==> config.mk <==
export PLATFORM = sky130hd
export DESIGN_NAME = mat_ctrl
export DESIGN_NICKNAME = d
export VERILOG_FILES = /design/src/sv/mat_pkg.sv /design/src/sv/mat_ctrl.sv
export SDC_FILE = /design/constraint.sdc
export NUM_CORES = 1
export LEC_CHECK = 0
export ABC_AREA = 0
export BUFFER_PORTS_ARGS = -buffer_cell sky130_fd_sc_hd__buf_4
export CORE_AREA = 2 2 39 41
export DETAILED_ROUTE_END_ITERATION = 7
export DIE_AREA = 0 0 41 43
export PLACE_DENSITY = 0.44
export RECOVER_POWER = 25
export SLEW_MARGIN = 30
export SYNTH_ARGS = -nofsm -noshare
export SYNTH_HDL_FRONTEND = slang
export SYNTH_SLANG_ARGS = --single-unit
==> constraint.sdc <==
create_clock -name clk -period 1.7 [get_ports clk]
set_clock_uncertainty 0.2 [all_clocks]
set_input_delay 0.17 -clock clk [delete_from_list [all_inputs] [get_ports clk]]
set_output_delay 0.17 -clock clk [all_outputs]
set_load 0.01 [all_outputs]
==> src/sv/mat_pkg.sv <==
package mat_pkg;

  localparam int TABLE_DEPTH_DEF = 128;
  localparam logic [7:0] LIMIT_RESET = 8'd5;

  localparam logic [1:0] OP_REGISTER   = 2'd0;
  localparam logic [1:0] OP_CONNECT    = 2'd1;
  localparam logic [1:0] OP_DISCONNECT = 2'd2;

  localparam logic [3:0] ST_REGISTERED    = 4'd0;
  localparam logic [3:0] ST_FULL          = 4'd1;
  localparam logic [3:0] ST_DUPLICATE     = 4'd2;
  localparam logic [3:0] ST_GRANTED       = 4'd3;
  localparam logic [3:0] ST_ALREADY       = 4'd4;
  localparam logic [3:0] ST_UNAUTHORIZED  = 4'd5;
  localparam logic [3:0] ST_LIMIT         = 4'd6;
  localparam logic [3:0] ST_UNKNOWN       = 4'd7;
  localparam logic [3:0] ST_DISCONNECTED  = 4'd8;
  localparam logic [3:0] ST_NOT_CONNECTED = 4'd9;
  localparam logic [3:0] ST_NOT_FOUND     = 4'd10;

  typedef struct packed {
    logic [1:0]  operation;
    logic [47:0] mac_address;
    logic [31:0] ip_address;
    logic        is_authorized;
    logic [4:0]  now_hour;
    logic [5:0]  now_minute;
  } in_item_t;

  typedef struct packed {
    logic [3:0] status;
    logic [7:0] active_count;
    logic [7:0] entry_count;
  } out_item_t;

  typedef struct packed {
    logic [47:0] mac;
    logic [31:0] ip;
    logic        authorized;
    logic        connected;
    logic [4:0]  hour;
    logic [5:0]  minute;
  } entry_t;

  typedef struct packed {
    logic load;
    logic scan;
    logic exec;
    logic emit;
  } ctl_cmd_t;

  typedef struct packed {
    logic scan_done;
    logic out_free;
  } ctl_sts_t;

endpackage

==> src/sv/mat_ctrl.sv <==
module mat_ctrl (
  input  logic              clk,
  input  logic              rst_n,
  input  logic              in_valid,
  output logic              in_stall,
  input  mat_pkg::ctl_sts_t sts,
  output mat_pkg::ctl_cmd_t cmd
);

  typedef enum logic [3:0] {
    S_IDLE = 4'b0001,
    S_SCAN = 4'b0010,
    S_EXEC = 4'b0100,
    S_OUT  = 4'b1000
  } state_t;

  state_t state_r, state_nxt;

  always_comb begin
    state_nxt = state_r;
    case (state_r)
      S_IDLE: begin
        if (in_valid) begin
          state_nxt = S_SCAN;
        end
      end
      S_SCAN: begin
        if (sts.scan_done) begin
          state_nxt = S_EXEC;
        end
      end
      S_EXEC: begin
        state_nxt = S_OUT;
      end
      S_OUT: begin
        if (sts.out_free) begin
          state_nxt = S_IDLE;
        end
      end
      default: begin
        state_nxt = S_IDLE;
      end
    endcase
  end

  always_ff @(posedge clk) begin
    if (!rst_n) begin
      state_r <= S_IDLE;
    end else begin
      state_r <= state_nxt;
    end
  end

  assign in_stall = (state_r != S_IDLE);
  assign cmd.load = (state_r == S_IDLE) && in_valid;
  assign cmd.scan = (state_r == S_SCAN);
  assign cmd.exec = (state_r == S_EXEC);
  assign cmd.emit = (state_r == S_OUT) && sts.out_free;

endmodule

==> results.py <==
metrics = {
    "sta": {
        "finalCritPeriodShare_pct": 100,
        "hold_viol": 0,
        "rsz0062_at_grt": "true",
        "finalMaxSlewViolations": 0,
        "fin_setup_tns_ns": -0.00214,
        "fmax_mhz": 587,
        "tightest_slew_ns": 0.385,
        "whs_ns": 0.0219,
        "fin_ws_ns": -0.00214,
        "finalSetupViolCount": 1,
        "slew_headroom_pct": 74.3,
        "fin_crit_ns": 1.70,
    },
    "logic_synthesis": {
        "ys_warn_count": 0,
        "synth_top_area_cell": "dfxtp_1",
        "avgSynthCellArea_um2": 9.00,
        "netlist_instances": 26,
        "yosysSeqAreaShare_pct": 34.2,
        "ys_top_cells_by_area": "dfxtp_1 (34%), nor4b_2 (19%), nor3b_1 (6.4%), and3_1 (5.3%), nand2b_1 (5.3%)",
        "synth.top_cell.area_share_pct": 34.2,
        "synth_nets": 31,
        "syn_area_um2": 234,
        "yosys_register_bits": 4,
        "synthDistinctLibCells": 16,
    },
    "setup_path": {
        "cp-end-kind": "output pin",
        "slowest_delay_ns": 0.49,
        "critPathRequiredTime_ns": 1.33,
        "cp_cell_sequence": "nor4b_2 -> buf_4",
        "cp_max_fo": 8,
        "critPathTopFamily": "flip-flops",
        "critPathLaunchType": "flop",
        "crit_slowest_cell": "dfxtp_1",
        "crit_type": "flop to output pin",
        "crit_arrival_ns": 1.33,
        "worst-path-buf-inv": 1,
    },
    "clock_tree": {
        "cts_max_level": 1,
        "cts.path.max_buffers": 2,
        "cts_tree": "built",
        "clk_pin_slew_ns": 0.04,
        "cts.sinks": 4,
        "worstSkewPairLatency_ns": 0.24,
        "cts_root_buf": "clkbuf_4",
        "cts-buffers-inserted": 3,
    },
    "global_route": {
        "antenna_found_initial": 0,
        "grt_pass1_vias": 215,
        "grt_pass1_wl_um": 869,
        "grt_max_degree": 9,
        "gr-usage-all-layers_pct": 7.93,
        "overflow": 0,
    },
    "power": {
        "p_leak_nw": 0.169,
        "peakVddDrop_mv": 0.261,
        "power_density_mw_per_mm2": 789,
    },
    "floorplanning": {
        "die_w_um": 41,
        "initial_core_util_pct": 16.9,
        "core_mm2": 0.00138,
        "dieArea_mm2": 0.00176,
        "io_pins": 10,
        "rows": 14,
        "die_h_um": 43,
    },
    "final_layout": {
        "nets": 47,
        "diodes": 0,
        "top_register": "state_r",
        "final_common_cell": "buf_4",
        "final_cell_mix": "buf_4 (9), clkbuf_4 (3), dfxtp_1 (3)",
        "drive_gt1_share_pct": 42.5,
        "areaGrowthSynthToFinish_pct": 59.9,
        "final_core_util_pct": 27.0,
        "reg_top3": "state_r: 4 flops",
        "largest_reg_flops": 4,
        "final.fill_count": 153,
    },
    "routing": {
        "viasPerCell": 4.29,
        "drt-wirelength-per-cell_um": 10.1,
        "drtAntennaViolNets": 0,
        "first_pass_iters": 4,
        "route.detailed.drc": 0,
        "vias": 240,
        "drt-initial-drc-count": 5,
        "routed_wl_um": 563,
    },
    "status": {
        "violations": "negative setup slack",
        "status": "complete, but fails checks",
    },
    "run": {
        "cap_violations": 0,
    },
    "hold_path": {
        "hp-class": "input pin to flop",
    },
    "place": {
        "port_buffers": 9,
        "gp_congestion": 0.670,
        "pre_cts_slack_ns": 0.219,
        "place_hpwl_um": 403,
    },
}
[stage by stage]
stage          cells  power (mW)  cell area, um^2
6_report          56       0.295              374
5_1_grt           56       0.315              374
4_1_cts           56       0.299              374
3_5_place_dp      51       0.166              322
3_3_place_gp      51       0.168              322
2_1_floorplan     26       0.140              234
[cells in the mapped netlist (all sizes together)]
cell type	number
a21o	1
a21oi	1
and3	2
dfxtp	4
inv	2
nand2	1
nand2b	2
nor2	2
nor3	1
nor3b	2
nor4b	4
o21ai	3
o41ai	1
[worst paths after layout]
check,from,end,slack (ns),cells after the start
min reg2reg,state_r[3],state_r[1],0.47,3
max,state_r[1],cmd[2],-0.002,2
min,in_valid,state_r[1],0.02,3
max reg2reg,state_r[1],state_r[0],0.22,3
[tightest hold or removal path: cells and delay by family]
kind / cells / cell delay [ns]
AO/OA/AOI/OAI: 1 / 0.06
AND/OR/NAND/NOR: 1 / 0.07
buffers and inverters: 1 / 0.11
[routing by layer]
metal / GRT usage [%] / part of all wire (%) / vias up
met2: 8.44 / 39 / 12
li1: - / - / 128
met4: 10.0 / 0.71 / 0
met1: 9.32 / 48 / 98
met5: 0 / 0 / -
met3: 4.19 / 12 / 2
[what timing repair did]
action,in CTS,in global routing
pin swaps,0,0
endpoints found under the hold margin,3,0
endpoints found under the setup margin,2,3
hold buffers,2,0
buffers inserted,0,0
gates resized for setup,2,0
[report_power, final]
group          internal, mW  switching [mW]  leakage [nW]
clock network        0.0793          0.0429        0.0138
registers            0.0999          0.0122        0.0332
logic                0.0363          0.0246         0.122
total                 0.215          0.0797         0.169
[cells by family after synthesis]
group           share of synthesized area [%]
simple gates                             47.1
compound gates                           15.5
buf+inv                                  3.21
flops                                    34.2
[layout make-up]
| class | count | area (um^2) | share of cell area (%) |
|---|---|---|---|
| multi-input combinational | 20 | 155 | 41.5 |
| timing repair buffer | 11 | 87.6 | 23.4 |
| sequential | 4 | 81.3 | 21.7 |
| clock buffer | 3 | 22.5 | 6.02 |
| tap | 16 | 20.0 | 5.35 |
| inverter | 2 | 7.51 | 2.01 |
Note: power is estimated with default switching activity, not from simulation.
